File: src/sv/array_list_engine_macros.svh
// Assertion helpers used by the list engine datapath.
`ifndef ARRAY_LIST_ENGINE_MACROS_SVH
`define ARRAY_LIST_ENGINE_MACROS_SVH

// Same-cycle implication, ignored while in reset.
`define ALST_ASSERT_IMPL(name, clk, rst, ante, cons, msg) \
  name: assert property (@(posedge clk) disable iff (rst) (ante) |-> (cons)) \
    else $error(msg);

// Next-cycle implication, ignored while in reset.
`define ALST_ASSERT_NEXT(name, clk, rst, ante, cons, msg) \
  name: assert property (@(posedge clk) disable iff (rst) (ante) |=> (cons)) \
    else $error(msg);

`endif

File: src/sv/alst_pkg.sv
`timescale 1ns / 1ps
package alst_pkg;

  localparam int POS_W  = 7;
  localparam int DATA_W = 32;
  localparam int OP_W   = 2;

  localparam logic [OP_W-1:0] OP_INSERT = 2'd0;
  localparam logic [OP_W-1:0] OP_DELETE = 2'd1;
  localparam logic [OP_W-1:0] OP_GET    = 2'd2;
  localparam logic [OP_W-1:0] OP_LOCATE = 2'd3;

  // Controller to datapath: one strobe per step of an operation.
  typedef struct packed {
    logic capture;
    logic eval;
    logic ins_shift;
    logic ins_put;
    logic del_first;
    logic del_shift;
    logic get_rd;
    logic loc_cmp;
    logic load_out;
  } alst_cmd_t;

  // Datapath to controller: decisions for the next step.
  typedef struct packed {
    logic [OP_W-1:0] op;
    logic            bad;
    logic            append;
    logic            ins_last;
    logic            del_tail;
    logic            del_last;
    logic            loc_hit;
    logic            loc_end;
    logic            empty;
    logic            out_free;
  } alst_stat_t;

endpackage

File: src/sv/alst_datapath.sv
`timescale 1ns / 1ps
`include "array_list_engine_macros.svh"
module alst_datapath #(
  parameter int CAPACITY = 64
) (
  input  logic                            clk,
  input  logic                            rst,
  input  logic [alst_pkg::OP_W-1:0]       op,
  input  logic [alst_pkg::POS_W-1:0]      position,
  input  logic signed [alst_pkg::DATA_W-1:0] value_in,
  input  alst_pkg::alst_cmd_t             cmd,
  output alst_pkg::alst_stat_t            stat,
  input  logic                            out_ready,
  output logic                            out_valid,
  output logic                            ok,
  output logic signed [alst_pkg::DATA_W-1:0] value_out,
  output logic [alst_pkg::POS_W-1:0]      found_position,
  output logic [alst_pkg::POS_W-1:0]      count,
  output logic                            is_empty
);
  import alst_pkg::*;

  localparam int IDX_W = (CAPACITY > 1) ? $clog2(CAPACITY) : 1;
  localparam int CNT_W = $clog2(CAPACITY + 1);
  localparam int CMP_W = ((CNT_W > POS_W) ? CNT_W : POS_W) + 2;

  logic [DATA_W-1:0] mem [CAPACITY];
  logic [DATA_W-1:0] rd_data;

  logic [CNT_W-1:0]  cnt;
  logic [OP_W-1:0]   op_r;
  logic [POS_W-1:0]  pos_r;
  logic [DATA_W-1:0] val_r;
  logic [IDX_W-1:0]  j;
  logic              p_ok;
  logic [DATA_W-1:0] p_val;
  logic [POS_W-1:0]  p_found;

  logic              rd_en;
  logic [IDX_W-1:0]  rd_addr;
  logic              wr_en;
  logic [IDX_W-1:0]  wr_addr;
  logic [DATA_W-1:0] wr_data;
  logic              cnt_inc;
  logic              cnt_dec;
  logic              j_load;
  logic [IDX_W-1:0]  j_next;

  logic [CMP_W-1:0]  pos_ext;
  logic [CMP_W-1:0]  cnt_ext;
  logic [CMP_W-1:0]  j_ext;
  logic [IDX_W-1:0]  pos_idx;
  logic              ins_bad;
  logic              rd_bad;

  // Decisions
  always_comb begin
    pos_ext = CMP_W'(pos_r);
    cnt_ext = CMP_W'(cnt);
    j_ext   = CMP_W'(j);
    pos_idx = IDX_W'(pos_r - POS_W'(1));
    ins_bad = (pos_r == '0) || (pos_ext > cnt_ext + CMP_W'(1)) ||
              (cnt_ext >= CMP_W'(CAPACITY));
    rd_bad  = (pos_r == '0) || (pos_ext > cnt_ext);

    stat.op = op_r;
    unique case (op_r) inside
      OP_INSERT:         stat.bad = ins_bad;
      OP_DELETE, OP_GET: stat.bad = rd_bad;
      default:           stat.bad = 1'b0;
    endcase
    stat.append   = (pos_ext == cnt_ext + CMP_W'(1));
    stat.ins_last = (j_ext == pos_ext);
    stat.del_tail = (pos_ext == cnt_ext);
    stat.del_last = (j_ext + CMP_W'(2) >= cnt_ext);
    stat.loc_hit  = (rd_data == val_r);
    stat.loc_end  = (j_ext + CMP_W'(1) == cnt_ext);
    stat.empty    = (cnt == '0);
    stat.out_free = !out_valid || out_ready;
  end

  // Step actions: store port controls, index and count moves
  always_comb begin
    rd_en   = 1'b0;
    rd_addr = j;
    wr_en   = 1'b0;
    wr_addr = j;
    wr_data = rd_data;
    cnt_inc = 1'b0;
    cnt_dec = 1'b0;
    j_load  = 1'b0;
    j_next  = j;

    if (cmd.eval && !stat.bad) begin
      unique case (op_r) inside
        OP_INSERT: begin
          if (stat.append) begin
            wr_en   = 1'b1;
            wr_addr = pos_idx;
            wr_data = val_r;
            cnt_inc = 1'b1;
          end else begin
            rd_en   = 1'b1;
            rd_addr = IDX_W'(cnt - CNT_W'(1));
            j_load  = 1'b1;
            j_next  = IDX_W'(cnt);
          end
        end
        OP_DELETE, OP_GET: begin
          rd_en   = 1'b1;
          rd_addr = pos_idx;
          j_load  = 1'b1;
          j_next  = pos_idx;
        end
        default: begin
          rd_en   = !stat.empty;
          rd_addr = '0;
          j_load  = 1'b1;
          j_next  = '0;
        end
      endcase
    end

    if (cmd.ins_shift) begin
      wr_en = 1'b1;
      if (!stat.ins_last) begin
        rd_en   = 1'b1;
        rd_addr = j - IDX_W'(2);
        j_load  = 1'b1;
        j_next  = j - IDX_W'(1);
      end
    end

    if (cmd.ins_put) begin
      wr_en   = 1'b1;
      wr_addr = pos_idx;
      wr_data = val_r;
      cnt_inc = 1'b1;
    end

    if (cmd.del_first) begin
      if (stat.del_tail) begin
        cnt_dec = 1'b1;
      end else begin
        rd_en   = 1'b1;
        rd_addr = j + IDX_W'(1);
      end
    end

    if (cmd.del_shift) begin
      wr_en = 1'b1;
      if (stat.del_last) begin
        cnt_dec = 1'b1;
      end else begin
        rd_en   = 1'b1;
        rd_addr = j + IDX_W'(2);
        j_load  = 1'b1;
        j_next  = j + IDX_W'(1);
      end
    end

    if (cmd.loc_cmp && !stat.loc_hit && !stat.loc_end) begin
      rd_en   = 1'b1;
      rd_addr = j + IDX_W'(1);
      j_load  = 1'b1;
      j_next  = j + IDX_W'(1);
    end
  end

  // Entry store: one write port, one registered read port
  always_ff @(posedge clk) begin
    if (wr_en) begin
      mem[wr_addr] <= wr_data;
    end
    if (rd_en) begin
      rd_data <= mem[rd_addr];
    end
  end

  // Latched request, index and pending result
  always_ff @(posedge clk) begin
    if (cmd.capture) begin
      op_r  <= op;
      pos_r <= position;
      val_r <= value_in;
    end
    if (j_load) begin
      j <= j_next;
    end
    if (cmd.eval) begin
      p_ok    <= !stat.bad;
      p_val   <= '0;
      p_found <= '0;
    end
    if (cmd.del_first || cmd.get_rd) begin
      p_val <= rd_data;
    end
    if (cmd.loc_cmp && stat.loc_hit) begin
      p_found <= POS_W'(j_ext + CMP_W'(1));
    end
  end

  always_ff @(posedge clk) begin
    if (rst) begin
      cnt <= '0;
    end else if (cnt_inc) begin
      cnt <= cnt + CNT_W'(1);
    end else if (cnt_dec) begin
      cnt <= cnt - CNT_W'(1);
    end
  end

  // Output word register
  always_ff @(posedge clk) begin
    if (rst) begin
      out_valid <= 1'b0;
    end else if (cmd.load_out) begin
      out_valid <= 1'b1;
    end else if (out_ready) begin
      out_valid <= 1'b0;
    end
  end

  always_ff @(posedge clk) begin
    if (cmd.load_out) begin
      ok             <= p_ok;
      value_out      <= p_val;
      found_position <= p_found;
      count          <= POS_W'(cnt);
      is_empty       <= (cnt == '0);
    end
  end

  `ALST_ASSERT_IMPL(a_cnt_cap, clk, rst, 1'b1, cnt_ext <= CMP_W'(CAPACITY), "count over capacity")
  `ALST_ASSERT_IMPL(a_port_clash, clk, rst, wr_en && rd_en, wr_addr != rd_addr, "store read and write hit one entry")
  `ALST_ASSERT_NEXT(a_load, clk, rst, cmd.load_out, out_valid, "loaded word not presented")
  `ALST_ASSERT_IMPL(a_fail_zero, clk, rst, out_valid && !ok, value_out == '0 && found_position == '0, "failed word carries data")

endmodule

File: src/sv/alst_ctrl.sv
`timescale 1ns / 1ps
module alst_ctrl (
  input  logic                 clk,
  input  logic                 rst,
  input  logic                 in_valid,
  output logic                 in_ready,
  input  alst_pkg::alst_stat_t stat,
  output alst_pkg::alst_cmd_t  cmd
);
  import alst_pkg::*;

  typedef enum logic [8:0] {
    S_IDLE      = 9'b000000001,
    S_EVAL      = 9'b000000010,
    S_INS       = 9'b000000100,
    S_INS_PUT   = 9'b000001000,
    S_DEL_FIRST = 9'b000010000,
    S_DEL       = 9'b000100000,
    S_GET       = 9'b001000000,
    S_LOC       = 9'b010000000,
    S_DONE      = 9'b100000000
  } state_t;

  state_t state;
  state_t state_next;

  assign in_ready = (state == S_IDLE);

  always_comb begin
    cmd           = '0;
    cmd.capture   = in_valid && in_ready;
    cmd.eval      = (state == S_EVAL);
    cmd.ins_shift = (state == S_INS);
    cmd.ins_put   = (state == S_INS_PUT);
    cmd.del_first = (state == S_DEL_FIRST);
    cmd.del_shift = (state == S_DEL);
    cmd.get_rd    = (state == S_GET);
    cmd.loc_cmp   = (state == S_LOC);
    cmd.load_out  = (state == S_DONE) && stat.out_free;
  end

  always_comb begin
    state_next = state;
    unique case (state)
      S_IDLE: begin
        if (in_valid) state_next = S_EVAL;
      end
      S_EVAL: begin
        if (stat.bad) begin
          state_next = S_DONE;
        end else begin
          unique case (stat.op)
            OP_INSERT: state_next = stat.append ? S_DONE : S_INS;
            OP_DELETE: state_next = S_DEL_FIRST;
            OP_GET:    state_next = S_GET;
            default:   state_next = stat.empty ? S_DONE : S_LOC;
          endcase
        end
      end
      S_INS: begin
        if (stat.ins_last) state_next = S_INS_PUT;
      end
      S_INS_PUT:   state_next = S_DONE;
      S_DEL_FIRST: state_next = stat.del_tail ? S_DONE : S_DEL;
      S_DEL: begin
        if (stat.del_last) state_next = S_DONE;
      end
      S_GET: state_next = S_DONE;
      S_LOC: begin
        if (stat.loc_hit || stat.loc_end) state_next = S_DONE;
      end
      S_DONE: begin
        if (stat.out_free) state_next = S_IDLE;
      end
      default: state_next = S_IDLE;
    endcase
  end

  always_ff @(posedge clk) begin
    if (rst) begin
      state <= S_IDLE;
    end else begin
      state <= state_next;
    end
  end

endmodule

File: src/sv/array_list_engine.sv
`timescale 1ns / 1ps
// From the accepting edge a word is evaluated; failed words, appends and locate
//   on an empty list then go straight to done, get reads its entry, insert shifts
//   entries up and puts the value, delete reads its entry and shifts any later
//   entries down, locate compares entries from the head, up to count of them.
// Throughput: one word at a time; the next word can be taken in the cycle after a result is loaded.
// Reset (rst, synchronous): clear the count, controller and output valid; keep the store.
module array_list_engine #(
  parameter int CAPACITY = 64
) (
  input  logic                               clk,
  input  logic                               rst,
  input  logic                               in_valid,
  output logic                               in_ready,
  input  logic [alst_pkg::OP_W-1:0]          op,
  input  logic [alst_pkg::POS_W-1:0]         position,
  input  logic signed [alst_pkg::DATA_W-1:0] value_in,
  output logic                               out_valid,
  input  logic                               out_ready,
  output logic                               ok,
  output logic signed [alst_pkg::DATA_W-1:0] value_out,
  output logic [alst_pkg::POS_W-1:0]         found_position,
  output logic [alst_pkg::POS_W-1:0]         count,
  output logic                               is_empty
);
  import alst_pkg::*;

  // Step strobes down, decisions up: the controller sequences each word's
  // walk through the store, the datapath owns the store, count and output word.
  alst_cmd_t  cmd;
  alst_stat_t stat;

  alst_ctrl u_ctrl (
    .clk      (clk),
    .rst      (rst),
    .in_valid (in_valid),
    .in_ready (in_ready),
    .stat     (stat),
    .cmd      (cmd)
  );

  // Insert walks down from the tail moving one entry a cycle, delete walks up
  // from the removed slot, locate compares one entry a cycle from the head.
  alst_datapath #(
    .CAPACITY (CAPACITY)
  ) u_datapath (
    .clk            (clk),
    .rst            (rst),
    .op             (op),
    .position       (position),
    .value_in       (value_in),
    .cmd            (cmd),
    .stat           (stat),
    .out_ready      (out_ready),
    .out_valid      (out_valid),
    .ok             (ok),
    .value_out      (value_out),
    .found_position (found_position),
    .count          (count),
    .is_empty       (is_empty)
  );

endmodule
File: config.mk
export PLATFORM = sky130hd
export DESIGN_NAME = array_list_engine
export DESIGN_NICKNAME = d
export VERILOG_FILES = /design/src/sv/alst_pkg.sv /design/src/sv/alst_datapath.sv /design/src/sv/alst_ctrl.sv /design/src/sv/array_list_engine.sv
export VERILOG_INCLUDE_DIRS = /design/src /design/src/sv
export SDC_FILE = /design/constraint.sdc
export NUM_CORES = 2
export LEC_CHECK = 0
export BUFFER_PORTS_ARGS = -buffer_cell sky130_fd_sc_hd__clkbuf_2
export CAP_MARGIN = 25
export CORE_MARGIN = 3
export CORE_UTILIZATION = 50
export DETAILED_ROUTE_END_ITERATION = 8
export PLACE_DENSITY_LB_ADDON = 0.12
export SLEW_MARGIN = 30
export SYNTH_ARGS = -nofsm -noshare
export SYNTH_HDL_FRONTEND = slang
export SYNTH_SLANG_ARGS = --single-unit
File: constraint.sdc
create_clock -name clk -period 6.9 [get_ports clk]
set_clock_uncertainty 0.2 [all_clocks]
set_input_delay 0.69 -clock clk [delete_from_list [all_inputs] [get_ports clk]]
set_output_delay 0.69 -clock clk [all_outputs]
set_load 0.005 [all_outputs]
==> summary.txt <==
placed cell areas: 0.0965 sq mm
DRT iter0 DRCs: 7764
Clk pwr share: 0.428
VDD IR max: 0.207 mV
Sequential Power Share: 0.523
Critical Path AT: 6.92 ns
total power: 28300 uW
maxcap violations: 0
largest family of logic cells by synthesized area: simple AND/OR/NAND/NOR gates
unrepaired setup endpoints after global routing: false
vias post-DR: 59600
Clock Path Buffers: 3
largest net degree at the start of global routing: 109
Met3 Routed Length: 28700 um
Setup crit end kind: register
Max Clk Rate: 155 MHz
Die W: 431 um
Slew HR: 0.320
Switching Power: 6110 uW
Port Buffers: 94
Top Ports: 95
CP startpoint kind: register
Sw Share: 0.216
vias in the first global route: 56400
xor-xnor portion of the synthesized cell area: 0.00680
Clock Latency Late Sink: 0.87 ns
CTS tree: yes
fin crit period: 6.45 ns
Top Metal Used: met5
Min-Delay Path Class: in -> reg
drt total wl: 280000 um
layout cells sized above 1: 0.128
Placed Cells: 9265
Synth top area share: 0.737
# DRC: 0
Tot GR Track Use: 0.298
power per cell area: 271 mW/mm^2
total gr overflow: 0
sequential share of the synthesized area: 0.741
post-detail-place hpwl: 166000 um
status: complete, no violations
initial antenna violation count: 13
wire length on met2: 127000 um
post-synthesis compound-gate area fraction: 0.0635
syn nets: 6936
CP Class: reg -> reg
Detail Route Antenna Nets: 0
CTS clk-pin slew, worst paths: 0.06 ns
number of synthesized flops with an enable pin: 2215
Final Hold Violating Endpoints: 0
# Post-CTS Setup Buffers: 0
yosys warns: 0
Setup Viol. Count Final: 0
GP Congestion: 0.882
root buf cell: clkbuf_16
Synth area leader: edfxtp_1
# rows: 155
simple-gate share of the synthesized area: 0.153
die height: 431 um
Sink Count: 2232
syn avg cell area: 13.2 sq um
post-synthesis mux area share: 0.00641
crit path max fanout: 30
Int Pwr: 22200 uW
Area growth syn-to-layout: 15.6%
fin crit share: 0.935
pin slew with the least headroom to its limit: 1.02 ns
Unique masters post-synth: 84
post-synthesis async set-or-reset flop share: 0
Layout Cells excl Fill: 9740
Post-Synth Adder-Cell Area: 0.00472
Post-Syn Instances: 6857
area of the core: 0.179 sq mm
Die ar.: 0.186 sq mm
global-route wire length before repair: 403000 um
setup tns final: 0 ns
Post-Synthesis Cell Area: 0.0902 sq mm
vias per inst: 6.12
CP required: 7.37 ns
flops & latches, synth: 2232
Max Slew Vio Count: 0
top area cells in the synthesized netlist: edfxtp_1 (74%), nand2_1 (7.9%), nand3_1 (3.9%)
fin nets: 7259
post-route cell area: 0.104 sq mm
top_reg_cell synth: edfxtp_1
P_leak: 0.0359 uW
fin util: 0.583
H-tree Lvls: 4
initial core utilization: 0.505
power share of the combinational group: 0.049
total CTS buffers: 225
DR WL/cell: 28.7 um
Post-Route M1 WL: 115000 um
TritonRoute pass-1 iters: 6
[what timing repair did]
item,in CTS,in global routing
resized for setup,0,1
hold endpoints to repair,43,0
endpoints found under the setup margin,0,2
hold buffers,43,0
[power by group through the flow]
stage                     clock [uW]  combinational [uW]  sequential [uW]
final                          12100                1400            14800
after global routing           12800                1500            14800
after CTS                      12300                1380            14800
after detailed placement           0                1350            15100
after global placement             0                1340            15100
after floorplan                    0                 794            15100
[Yosys cell counts, types with 38 or more instances]
cell      instances
and2_1           38
clkbuf_1        144
buf_2           230
mux2i_1          51
nand3_1         702
nor2_1          161
and3_1          215
a31oi_1         189
o22ai_1          47
nand2_1        1898
a311oi_1         95
o21ai_0          69
xor2_1           41
a211oi_1        114
a21oi_1         151
edfxtp_1       2215
[routing by layer]
| layer | vias to the layer above | GRT usage |
|---|---|---|
| li1 | 26100 | - |
| met1 | 30000 | 0.430 |
| met2 | 3006 | 0.457 |
| met3 | 458 | 0.0640 |
| met4 | 2 | 0.0920 |
| met5 | - | 0 |
[path summary, 6_finish.rpt]
| kind | start | to | slack (ns) | depth (start not counted) |
|---|---|---|---|---|
| setup / recovery | u_datapath.cnt[0]$_SDFFE_PP0P_ | u_datapath.rd_data[2]$_DFFE_PP_ | 0.45 | 21 |
| hold reg to reg | u_datapath.p_val[9]$_SDFFCE_PN0P_ | u_datapath.value_out[9]$_DFFE_PP_ | 0.22 | 0 |
| setup reg to reg | u_datapath.cnt[0]$_SDFFE_PP0P_ | u_datapath.rd_data[2]$_DFFE_PP_ | 0.45 | 21 |
| hold / removal | rst | u_ctrl.state[8]$_SDFFE_PP0P_ | 0.14 | 2 |
[cell families (layout without fill, tap and decap cells)]
group           Yosys count  in the layout
simple gates           3170           3170
fa+ha+maj                34             34
other cells               0              8
xor+xnor                 70             70
buf+inv                 461            981
flops                  2232           2232
mux                      55             55
compound gates          835            835
[final cells by class]
type	instances	area, sq um
diodes	8	20.0
clock buffers	295	6020
clock inverters	129	1260
fillers	14100	74600
inverters	21	78.8
multi-input cells	4164	21900
flip-flops and latches	2232	66900
well taps	2355	2950
repair buffers	536	5200
[through the flow]
stage,hold slack [ns],setup WS [ns]
after floorplan,0.200,1.00
after global placement,0.201,0.319
after detailed placement,0.205,0.363
after CTS,0.0667,0.341
after global routing,0.114,0.0521
final,0.136,0.449
[critical path: stages, from the launching register on]
cell      delay (ns)
dfxtp_1         0.57
ha_1            0.29
nand3_1         0.17
nor3_1          0.22
xnor2_1         0.22
ha_1            0.31
nand3_1         0.16
or2_2           0.17
nor2_1          0.04
buf_4           0.18
o311ai_0        0.39
a31oi_1         0.19
a211oi_2        0.41
a221o_4         0.60
buf_12          0.30
buf_4           0.26
buf_4           0.24
nand2_1         0.07
nand3_1         0.08
a21oi_1         0.07
o211ai_1        0.62
and4_1          0.44
[sequential cells by signal, indices dropped and copies added, names as in the netlist, 7 cells and up]
name and flops:
u_datapath.rd_data 32, u_datapath.value_out 32, u_datapath.mem 2048, u_datapath.cnt 7, u_datapath.p_found 7, u_datapath.p_val 32
u_datapath.pos_r 7, u_datapath.val_r 32, u_datapath.found_position 7, u_ctrl.state 9, u_datapath.count 7
[cell usage in the layout (no fill, tap or decap), types with 29 or more instances in the layout]
master / netlist / final
edfxtp_1: 2215 / 2215
nand2_1: 1898 / 1865
nand3_1: 702 / 702
buf_4: 27 / 295
clkbuf_16: 0 / 230
and3_1: 215 / 214
a31oi_1: 189 / 189
a21oi_1: 151 / 150
a211oi_1: 114 / 114
buf_12: 0 / 104
nor2_1: 161 / 96
a311oi_1: 95 / 95
clkbuf_2: 0 / 94
o21ai_0: 69 / 69
nor2_4: 0 / 64
clkbuf_1: 144 / 63
clkinv_1: 1 / 52
mux2i_1: 51 / 51
o22ai_1: 47 / 47
dlygate4sd3_1: 0 / 43
xor2_1: 41 / 41
clkinv_2: 0 / 41
nor3_1: 36 / 36
and2_1: 38 / 36
ha_1: 34 / 34
nand2_2: 2 / 32
xnor2_1: 29 / 29
Note: power is estimated with default switching activity, not from simulation.
